**src/rtl/stlm_pkg.sv**
```systemverilog
// Shared types and constants of the sorted timer list manager.
// No dependencies; every other file of the block imports this package.
package stlm_pkg;

  localparam int SlotCountDef = 32;
  localparam logic [31:0] NoDeadline = 32'hffff_ffff;

  typedef enum logic [2:0] {
    ActAlloc = 3'd0,
    ActFree  = 3'd1,
    ActSet   = 3'd2,
    ActArm   = 3'd3,
    ActTick  = 3'd4
  } action_e;

  typedef enum logic [1:0] {
    SlotFree  = 2'd0,
    SlotAlloc = 2'd1,
    SlotArmed = 2'd2
  } slot_state_e;

  typedef enum logic [1:0] {
    KindAlloc  = 2'd0,
    KindFail   = 2'd1,
    KindExpiry = 2'd2,
    KindTask   = 2'd3
  } kind_e;

  typedef struct packed {
    logic [2:0]         action;
    logic [4:0]         slot;
    logic [7:0]         target_queue;
    logic signed [31:0] message;
    logic [31:0]        delay;
  } stlm_in_t;

  typedef struct packed {
    logic [1:0]         kind;
    logic [4:0]         out_slot;
    logic [7:0]         out_queue;
    logic signed [31:0] out_message;
    logic               last;
  } stlm_out_t;

  // Write enables of the slot memories.
  typedef struct packed {
    logic state;
    logic deadline;
    logic link;
    logic payload;
  } stlm_we_t;

endpackage

```
**src/rtl/stlm_ram.sv**
```systemverilog
// Slot memories: state, deadline, link, queue and message, one entry per slot.
// Depends on stlm_pkg. One shared read address, registered read data.
module stlm_ram import stlm_pkg::*; #(
  parameter int SLOT_COUNT = SlotCountDef,
  parameter int SW = $clog2(SLOT_COUNT)
) (
  input  logic               clk_i,
  input  logic               rst_ni,
  input  logic [SW-1:0]      rd_addr_i,
  input  logic [SW-1:0]      wr_addr_i,
  input  stlm_we_t           we_i,
  input  slot_state_e        wr_state_i,
  input  logic [31:0]        wr_deadline_i,
  input  logic [SW-1:0]      wr_link_i,
  input  logic [7:0]         wr_queue_i,
  input  logic signed [31:0] wr_message_i,
  output slot_state_e        rd_state_o,
  output logic [31:0]        rd_deadline_o,
  output logic [SW-1:0]      rd_link_o,
  output logic [7:0]         rd_queue_o,
  output logic signed [31:0] rd_message_o
);

  slot_state_e        st_mem  [SLOT_COUNT];
  logic [31:0]        dl_mem  [SLOT_COUNT];
  logic [SW-1:0]      lk_mem  [SLOT_COUNT];
  logic [7:0]         q_mem   [SLOT_COUNT];
  logic signed [31:0] msg_mem [SLOT_COUNT];
  logic [SLOT_COUNT-1:0] st_valid_q;

  // A state entry that was never written reads as its reset value.
  always_ff @(posedge clk_i or negedge rst_ni) begin
    if (!rst_ni) begin
      st_valid_q <= '0;
    end else if (we_i.state) begin
      st_valid_q[wr_addr_i] <= 1'b1;
    end
  end

  always_ff @(posedge clk_i) begin
    if (we_i.state)    st_mem[wr_addr_i]  <= wr_state_i;
    if (we_i.deadline) dl_mem[wr_addr_i]  <= wr_deadline_i;
    if (we_i.link)     lk_mem[wr_addr_i]  <= wr_link_i;
    if (we_i.payload) begin
      q_mem[wr_addr_i]   <= wr_queue_i;
      msg_mem[wr_addr_i] <= wr_message_i;
    end
    if (st_valid_q[rd_addr_i]) begin
      rd_state_o <= st_mem[rd_addr_i];
    end else begin
      rd_state_o <= (rd_addr_i == '0) ? SlotArmed : SlotFree;
    end
    // The sentinel's deadline never changes.
    rd_deadline_o <= (rd_addr_i == '0) ? NoDeadline : dl_mem[rd_addr_i];
    rd_link_o     <= lk_mem[rd_addr_i];
    rd_queue_o    <= q_mem[rd_addr_i];
    rd_message_o  <= msg_mem[rd_addr_i];
  end

endmodule

```
**src/rtl/stlm_ctrl.sv**
```systemverilog
// Sequencer of the timer list: decodes actions, walks the list, emits results.
// Depends on stlm_pkg; drives the slot memories in stlm_ram.
module stlm_ctrl import stlm_pkg::*; #(
  parameter int SLOT_COUNT = SlotCountDef,
  parameter int SW = $clog2(SLOT_COUNT)
) (
  input  logic               clk_i,
  input  logic               rst_ni,
  input  logic               start,
  output logic               busy,
  input  stlm_in_t           in_i,
  input  logic               cfg_we_i,
  input  logic [5:0]         cfg_data_i,
  output logic               res_valid_o,
  output stlm_out_t          res_o,
  output logic [SW-1:0]      rd_addr_o,
  output logic [SW-1:0]      wr_addr_o,
  output stlm_we_t           we_o,
  output slot_state_e        wr_state_o,
  output logic [31:0]        wr_deadline_o,
  output logic [SW-1:0]      wr_link_o,
  output logic [7:0]         wr_queue_o,
  output logic signed [31:0] wr_message_o,
  input  slot_state_e        rd_state_i,
  input  logic [31:0]        rd_deadline_i,
  input  logic [SW-1:0]      rd_link_i,
  input  logic [7:0]         rd_queue_i,
  input  logic signed [31:0] rd_message_i
);

  typedef enum logic [10:0] {
    Idle    = 11'h001,
    AlChk   = 11'h002,
    FrChk   = 11'h004,
    SetWr   = 11'h008,
    ArChk   = 11'h010,
    ArHead  = 11'h020,
    ArWalk  = 11'h040,
    ArLinkS = 11'h080,
    TkChk   = 11'h100,
    TkFlush = 11'h200,
    TkSw    = 11'h400
  } fsm_e;

  fsm_e          state_q, state_d;
  stlm_in_t      op_q, op_d;
  logic [SW-1:0] idx_q, idx_d, prev_q, prev_d;
  logic [SW-1:0] pops_q, pops_d;
  logic [31:0]   dl_q, dl_d, tick_q, tick_d, earliest_q, earliest_d;
  logic [SW-1:0] head_q, head_d;
  logic [5:0]    task_q;
  logic          sw_q, sw_d, pend_v_q, pend_v_d, res_v_q, res_v_d;
  stlm_out_t     pend_q, pend_d, res_q, res_d, task_res;
  logic [SW-1:0] sidx;
  logic [31:0]   tick_inc, arm_dl;
  logic          in_ok;

  assign sidx     = SW'(op_q.slot);
  assign tick_inc = tick_q + 32'd1;
  assign arm_dl   = tick_q + op_q.delay;
  assign in_ok    = 32'(in_i.slot) < 32'(SLOT_COUNT);
  assign task_res = '{kind: KindTask, out_slot: task_q[4:0], out_queue: '0,
                      out_message: '0, last: 1'b1};

  assign busy        = (state_q != Idle);
  assign res_valid_o = res_v_q;
  assign res_o       = res_q;
  assign wr_queue_o  = op_q.target_queue;
  assign wr_message_o = op_q.message;

  always_comb begin
    state_d    = state_q;
    op_d       = op_q;
    idx_d      = idx_q;
    prev_d     = prev_q;
    pops_d     = pops_q;
    dl_d       = dl_q;
    tick_d     = tick_q;
    earliest_d = earliest_q;
    head_d     = head_q;
    sw_d       = sw_q;
    pend_v_d   = pend_v_q;
    pend_d     = pend_q;
    res_v_d    = 1'b0;
    res_d      = res_q;
    rd_addr_o  = idx_q;
    wr_addr_o  = sidx;
    we_o       = '0;
    wr_state_o = SlotAlloc;
    wr_deadline_o = arm_dl;
    wr_link_o  = head_q;

    case (state_q)
      Idle: begin
        case (in_i.action)
          ActAlloc: rd_addr_o = '0;
          ActTick:  rd_addr_o = head_q;
          default:  rd_addr_o = SW'(in_i.slot);
        endcase
        if (start) begin
          op_d = in_i;
          case (in_i.action)
            ActAlloc: begin
              idx_d   = '0;
              state_d = AlChk;
            end
            ActFree: if (in_ok) state_d = FrChk;
            ActSet:  if (in_ok) state_d = SetWr;
            ActArm:  if (in_ok) state_d = ArChk;
            ActTick: begin
              tick_d = tick_inc;
              if (earliest_q <= tick_inc) begin
                idx_d    = head_q;
                pops_d   = '0;
                sw_d     = 1'b0;
                pend_v_d = 1'b0;
                state_d  = TkChk;
              end
            end
            default: ;
          endcase
        end
      end
      AlChk: begin
        if (rd_state_i == SlotFree) begin
          wr_addr_o  = idx_q;
          we_o.state = 1'b1;
          res_v_d = 1'b1;
          res_d   = '{kind: KindAlloc, out_slot: 5'(idx_q), out_queue: '0,
                      out_message: '0, last: 1'b1};
          state_d = Idle;
        end else if (idx_q == SW'(SLOT_COUNT - 1)) begin
          res_v_d = 1'b1;
          res_d   = '{kind: KindFail, out_slot: '0, out_queue: '0,
                      out_message: '0, last: 1'b1};
          state_d = Idle;
        end else begin
          idx_d     = idx_q + 1'b1;
          rd_addr_o = idx_q + 1'b1;
        end
      end
      FrChk: begin
        we_o.state = (rd_state_i != SlotArmed);
        wr_state_o = SlotFree;
        state_d    = Idle;
      end
      SetWr: begin
        we_o.payload = 1'b1;
        state_d      = Idle;
      end
      ArChk: begin
        rd_addr_o = head_q;
        if (rd_state_i == SlotArmed) begin
          state_d = Idle;
        end else begin
          dl_d          = arm_dl;
          we_o.state    = 1'b1;
          we_o.deadline = 1'b1;
          wr_state_o    = SlotArmed;
          // The earliest deadline always equals the head's deadline.
          if (arm_dl <= earliest_q) begin
            we_o.link  = 1'b1;
            head_d     = sidx;
            earliest_d = arm_dl;
            state_d    = Idle;
          end else begin
            state_d = ArHead;
          end
        end
      end
      ArHead: begin
        prev_d    = head_q;
        idx_d     = rd_link_i;
        rd_addr_o = rd_link_i;
        state_d   = ArWalk;
      end
      ArWalk: begin
        if (dl_q <= rd_deadline_i || idx_q == '0) begin
          wr_addr_o = prev_q;
          wr_link_o = sidx;
          we_o.link = 1'b1;
          state_d   = ArLinkS;
        end else begin
          prev_d    = idx_q;
          idx_d     = rd_link_i;
          rd_addr_o = rd_link_i;
        end
      end
      ArLinkS: begin
        wr_link_o = idx_q;
        we_o.link = 1'b1;
        state_d   = Idle;
      end
      TkChk: begin
        if (idx_q != '0 && rd_deadline_i <= tick_q && pops_q < SW'(SLOT_COUNT - 1)) begin
          wr_addr_o  = idx_q;
          we_o.state = 1'b1;
          if (7'(idx_q) == 7'(task_q)) begin
            sw_d = 1'b1;
          end else begin
            // Hold one message back so that the final one can carry last.
            if (pend_v_q) begin
              res_v_d = 1'b1;
              res_d   = pend_q;
            end
            pend_v_d = 1'b1;
            pend_d   = '{kind: KindExpiry, out_slot: 5'(idx_q), out_queue: rd_queue_i,
                         out_message: rd_message_i, last: 1'b0};
          end
          pops_d    = pops_q + 1'b1;
          idx_d     = rd_link_i;
          rd_addr_o = rd_link_i;
        end else begin
          head_d     = idx_q;
          earliest_d = rd_deadline_i;
          state_d    = TkFlush;
        end
      end
      TkFlush: begin
        state_d = Idle;
        if (pend_v_q) begin
          res_v_d      = 1'b1;
          res_d        = pend_q;
          res_d.last   = !sw_q;
          pend_v_d     = 1'b0;
          if (sw_q) state_d = TkSw;
        end else if (sw_q) begin
          res_v_d = 1'b1;
          res_d   = task_res;
        end
      end
      TkSw: begin
        res_v_d = 1'b1;
        res_d   = task_res;
        state_d = Idle;
      end
      default: state_d = Idle;
    endcase
  end

  always_ff @(posedge clk_i or negedge rst_ni) begin
    if (!rst_ni) begin
      state_q    <= Idle;
      tick_q     <= '0;
      earliest_q <= NoDeadline;
      head_q     <= '0;
      task_q     <= 6'd32;
      sw_q       <= 1'b0;
      pend_v_q   <= 1'b0;
      res_v_q    <= 1'b0;
      pops_q     <= '0;
    end else begin
      state_q    <= state_d;
      tick_q     <= tick_d;
      earliest_q <= earliest_d;
      head_q     <= head_d;
      sw_q       <= sw_d;
      pend_v_q   <= pend_v_d;
      res_v_q    <= res_v_d;
      pops_q     <= pops_d;
      if (cfg_we_i) task_q <= cfg_data_i;
    end
  end

  always_ff @(posedge clk_i) begin
    op_q   <= op_d;
    idx_q  <= idx_d;
    prev_q <= prev_d;
    dl_q   <= dl_d;
    pend_q <= pend_d;
    res_q  <= res_d;
  end

endmodule

```
**src/rtl/sorted_timer_list_manager.sv**
```systemverilog
// Sorted timer list manager: a pool of timer slots kept in a deadline-sorted list.
//
// Input: a word on in_i is taken at a rising edge where start is high and busy
// is low. Actions are allocate, free, set target and message, arm and tick.
// Configuration: cfg_we_i writes cfg_data_i into the task slot register; write
// it only while busy is low.
// Output: each result word sits on res_o for one cycle with res_valid_o high;
// the receiver cannot stall, and the final word of an action carries last.
// Sequencing: free and set each do one memory write (free skips an armed slot);
// a tick with nothing due only advances the count. Allocate scans one slot per
// cycle through the state memory. Arm walks the list one memory read per cycle.
// An expiring tick pops due slots in list order, then sends the held-back
// message and, if the task slot expired, a task word. Results are registered.
// Reset clears the count, empties the list down to the sentinel slot 0, frees
// all other slots and sets the task slot to none; no clearing pass is needed.
// Depends on stlm_pkg, stlm_ctrl and stlm_ram.
module sorted_timer_list_manager import stlm_pkg::*; #(
  parameter int SLOT_COUNT = SlotCountDef
) (
  input  logic       clk_i,
  input  logic       rst_ni,
  input  logic       start,
  output logic       busy,
  input  stlm_in_t   in_i,
  input  logic       cfg_we_i,
  input  logic [5:0] cfg_data_i,
  output logic       res_valid_o,
  output stlm_out_t  res_o
);

  localparam int SW = $clog2(SLOT_COUNT);

  logic [SW-1:0]      rd_addr, wr_addr, wr_link, rd_link;
  stlm_we_t           we;
  slot_state_e        wr_state, rd_state;
  logic [31:0]        wr_deadline, rd_deadline;
  logic [7:0]         wr_queue, rd_queue;
  logic signed [31:0] wr_message, rd_message;

  stlm_ctrl #(.SLOT_COUNT(SLOT_COUNT), .SW(SW)) u_ctrl (
    .clk_i, .rst_ni, .start, .busy, .in_i, .cfg_we_i, .cfg_data_i,
    .res_valid_o, .res_o,
    .rd_addr_o(rd_addr), .wr_addr_o(wr_addr), .we_o(we), .wr_state_o(wr_state),
    .wr_deadline_o(wr_deadline), .wr_link_o(wr_link), .wr_queue_o(wr_queue),
    .wr_message_o(wr_message), .rd_state_i(rd_state), .rd_deadline_i(rd_deadline),
    .rd_link_i(rd_link), .rd_queue_i(rd_queue), .rd_message_i(rd_message)
  );

  stlm_ram #(.SLOT_COUNT(SLOT_COUNT), .SW(SW)) u_ram (
    .clk_i, .rst_ni,
    .rd_addr_i(rd_addr), .wr_addr_i(wr_addr), .we_i(we), .wr_state_i(wr_state),
    .wr_deadline_i(wr_deadline), .wr_link_i(wr_link), .wr_queue_i(wr_queue),
    .wr_message_i(wr_message), .rd_state_o(rd_state), .rd_deadline_o(rd_deadline),
    .rd_link_o(rd_link), .rd_queue_o(rd_queue), .rd_message_o(rd_message)
  );

endmodule

```
**config.mk**
```make
export PLATFORM = sky130hd
export DESIGN_NAME = sorted_timer_list_manager
export DESIGN_NICKNAME = d
export VERILOG_FILES = /design/src/rtl/stlm_pkg.sv /design/src/rtl/stlm_ram.sv /design/src/rtl/stlm_ctrl.sv /design/src/rtl/sorted_timer_list_manager.sv
export SDC_FILE = /design/constraint.sdc
export NUM_CORES = 2
export LEC_CHECK = 0
export ABC_CLOCK_PERIOD_IN_PS = 11300
export BUFFER_PORTS_ARGS = -buffer_cell sky130_fd_sc_hd__buf_2
export CORE_MARGIN = 8
export CORE_UTILIZATION = 40
export DETAILED_ROUTE_END_ITERATION = 8
export GPL_TIMING_DRIVEN = 0
export PLACE_DENSITY = 0.53
export SLEW_MARGIN = 20
export SYNTH_ARGS = -nofsm -noshare
export SYNTH_HDL_FRONTEND = slang
export SYNTH_SLANG_ARGS = --single-unit
```
**constraint.sdc**
```tcl
create_clock -name clk_i -period 11.3 [get_ports clk_i]
set_input_delay 1.695 -clock clk_i [delete_from_list [all_inputs] [get_ports clk_i]]
set_output_delay 1.695 -clock clk_i [all_outputs]
set_load 0.005 [all_outputs]
```
==> metrics.yaml <==
timing:
  tightest_slew_ns: 1.28
  rsz0062_at_grt: "false"
  relSlewSlack: 0.148
  fin_crit_ns: 8.31
  setup_viol: 0
  hold_viol: 0
  timing_max_transition_violations_final: 0
  min_period_over_period: 0.735
  fmax_ghz: 0.120
  fin_setup_tns_ns: 0
  clock-skew-final_ns: 0.0445
route:
  wl_per_cell_um: 30.5
  vias_per_cell: 5.79
  vias: 82400
  wl_mm: 434
  firstDrtPassIters: 6
  drc_errors: 0
  drtIter0Drc: 9871
  antenna_left: 0
pwr:
  power.internal_mw: 24.9
  power_switching_mw: 21.2
  power_frac_comb: 0.474
  power_frac_seq: 0.302
  ir_drop_mv: 0.207
  p_sw_frac: 0.460
  clock_power_share: 0.224
  power.leakage_nw: 50.4
  powerDensity_nw_per_um2: 326
clock_network:
  worstSkewPairLatency_ns: 0.93
  post_cts_resized: 0
  clk_pin_slew_ns: 0.06
  cts_buffers: 318
  clock_path_buffers: 4
  cts-hold-fix-buffers: 0
  clockRootBuffer: "clkbuf_16"
  htreeDepth: 5
  clock_sinks: 2935
  cts_tree: "done"
  postCtsSetupRepairBufs: 0
floorplanning:
  ios: 140
  rows: 201
  die_w_um: 564
  die_h_um: 564
  start_util: 0.402
  coreArea_um2: 300000
  dieArea_um2: 319000
yosys:
  synth_edf_count: 2730
  synth_nets: 9563
  syn_area_per_cell_um2: 12.9
  yosysTopAreaCellShare: 0.681
  ys_seq_area_frac: 0.721
  yosys-top-cells-area: "edfxtp_1, nand2_1, and3_1"
  synth_mux_area_frac: 0.00650
  ys_types: 85
  synthCells: 9309
  synth-xor-area-share: 0.00735
  synth_fa_ha_area_frac: 0.0171
  synth_area_um2: 120000
  synth_largest_area_cell: "edfxtp_1"
  synth_top_family_by_area: "simple AND/OR/NAND/NOR gates"
  synthArstFlopShare: 0.0429
  synth_seq_cells: 2935
  synth-simple-area-share: 0.146
  ys_warn_count: 0
  synth_compound_area_frac: 0.0765
  synth_ff_type: "edfxtp_1"
setup_path:
  crit_required_ns: 11.99
  critPathArrivalTime_ns: 9.00
  cp_max_fo: 12
  criticalPathCategory: "flip-flop to flip-flop"
  cp-start-kind: "flip-flop"
  end_kind: "flip-flop"
finish:
  regArea_um2: 86800
  final_cell_mix: "edfxtp_1, nand2_1, nor2_1"
  drive_gt1_frac: 0.126
  layout_commonest_cell: "edfxtp_1"
  num-fill-cells: 26500
  final_core_util: 0.471
  finalNetCount: 10200
  final_cells: 14200
  area_growth_pct: 17.3
  multi_input_comb_area_um2: 31300
global_route:
  grt_max_degree: 65
  track_usage: 0.264
  grt.overflow.total: 0
  grt_pass1_vias: 79300
  grt_first_pass_wirelength_mm: 602
  antenna_found_initial: 47
placement:
  hpwlAfterDp_mm: 315
  numPlacedInstances: 13600
  port_buffers: 138
  gp_congestion: 0.938
run_status:
  status: "finished, final reports clean"
job:
  drv_cap: 0
hold_path:
  hold_class: "flip-flop to flip-flop"
==> per-layer routing <==
| metal | vias to the layer above | track usage | share of wire |
|---|---|---|---|
| met1 | 41800 | 0.347 | 0.40 |
| met3 | 812 | 0.0429 | 0.081 |
| li1 | 35700 | - | - |
| met4 | 18 | 0.141 | 0.058 |
| met5 | - | 0 | 0.00033 |
| met2 | 4068 | 0.422 | 0.46 |
==> path summary, 6_finish.rpt <==
| path | to | start | slack (ns) | cells after the start |
|---|---|---|---|---|
| worst max register to register | u_ram.rd_deadline_o[24]$_SDFF_PP1_ | u_ctrl.idx_q[1]$_DFFE_PP_ | 2.99 | 18 |
| worst min-delay path | u_ctrl.pend_q[29]$_DFFE_PP_ | u_ram.rd_message_o[28]$_DFF_P_ | 0.39 | 0 |
| worst min register to register | u_ctrl.pend_q[29]$_DFFE_PP_ | u_ram.rd_message_o[28]$_DFF_P_ | 0.39 | 0 |
| max in group asynchronous | u_ctrl.earliest_q[1]$_DFFE_PN1P_ | rst_ni | 9.78 | 2 |
| worst max-delay path | u_ram.rd_deadline_o[24]$_SDFF_PP1_ | u_ctrl.idx_q[1]$_DFFE_PP_ | 2.99 | 18 |
| min in group asynchronous | u_ctrl.tick_q[24]$_DFFE_PN0P_ | rst_ni | 0.76 | 1 |
==> cell type report <==
class	instances	area share
Buffer	586	0.0188
Sequential cell	2935	0.615
Timing Repair Buffer	354	0.0335
Antenna cell	49	0.000869
Multi-Input combinational cell	5659	0.222
Clock buffer	423	0.0614
Tap cell	3958	0.0351
Clock inverter	148	0.0106
Inverter	129	0.00343
==> metrics by stage <==
stage | total power [mW] | worst slack (ns) | area (µm²) | hold slack (ns)
6_report | 46.1 | 2.99 | 141000 | 0.385
4_1_cts | 45.9 | 3.20 | 141000 | 0.388
3_3_place_gp | 34.8 | -5.13 | 126000 | 0.388
2_1_floorplan | 24.6 | 3.40 | 120000 | 0.386
5_1_grt | 47.6 | 2.86 | 141000 | 0.405
3_5_place_dp | 35.6 | 3.26 | 131000 | 0.389
==> registers in the layout (all words and copies together), names as in the netlist, 6 cells and up <==
name,flops
u_ram.msg_mem,1024
u_ram.dl_mem,1014
u_ram.q_mem,256
u_ram.lk_mem,160
u_ram.st_mem,64
u_ctrl.res_o,48
u_ctrl.pend_q,45
u_ctrl.dl_q,32
u_ctrl.earliest_q,32
u_ctrl.op_q,32
u_ctrl.tick_q,32
u_ctrl.wr_message_o,32
u_ram.rd_deadline_o,32
u_ram.rd_message_o,32
u_ram.st_valid_q,32
u_ctrl.state_q,11
u_ctrl.wr_queue_o,8
u_ram.rd_queue_o,8
u_ctrl.task_q,6
==> critical path, stage by stage, from the launching register on <==
cell and delay, ns:
edfxtp_1 0.38, clkbuf_1 0.40, inv_1 0.26, ha_1 0.28
or4b_1 0.37, o21ai_0 0.29, nor3_1 0.30, o211ai_1 0.33
a211oi_4 0.72, o31a_1 0.27, or3_1 0.17, buf_4 0.45
buf_2 0.68, buf_2 0.94, buf_2 0.57, nand2_1 0.11
a311oi_1 0.30, o21ai_0 0.26, a32oi_1 0.92
==> kinds of logic (layout without fill, tap and decap cells) <==
group                    Yosys count  in the layout
AND/OR/NAND/NOR                 4057           4057
flip-flops                      2935           2935
AO/OA/AOI/OAI                   1260           1260
buffers and inverters            715           1640
adder cells (fa/ha/maj)          164            164
XOR/XNOR                         101            101
multiplexers                      77             77
other                              0             49
==> cells in the mapped netlist (all sizes together), types with 129 or more instances <==
master and number:
buf 292, nor2 524, nand2 2411, a31oi 232, and3 439, ha 163, edfxtp 2730, nand3 449
clkbuf 294, inv 129, a311oi 291, a211oi 161
==> power by group through the flow <==
stage | logic (mW) | registers, mW | clock network, mW
2_1_floorplan | 10.6 | 14.0 | 0
3_3_place_gp | 20.4 | 14.4 | 0
3_5_place_dp | 21.4 | 14.2 | 0
4_1_cts | 21.5 | 14.0 | 10.4
5_1_grt | 22.8 | 13.9 | 10.8
6_report | 21.9 | 13.9 | 10.3
Note: power is estimated with default switching activity, not from simulation.
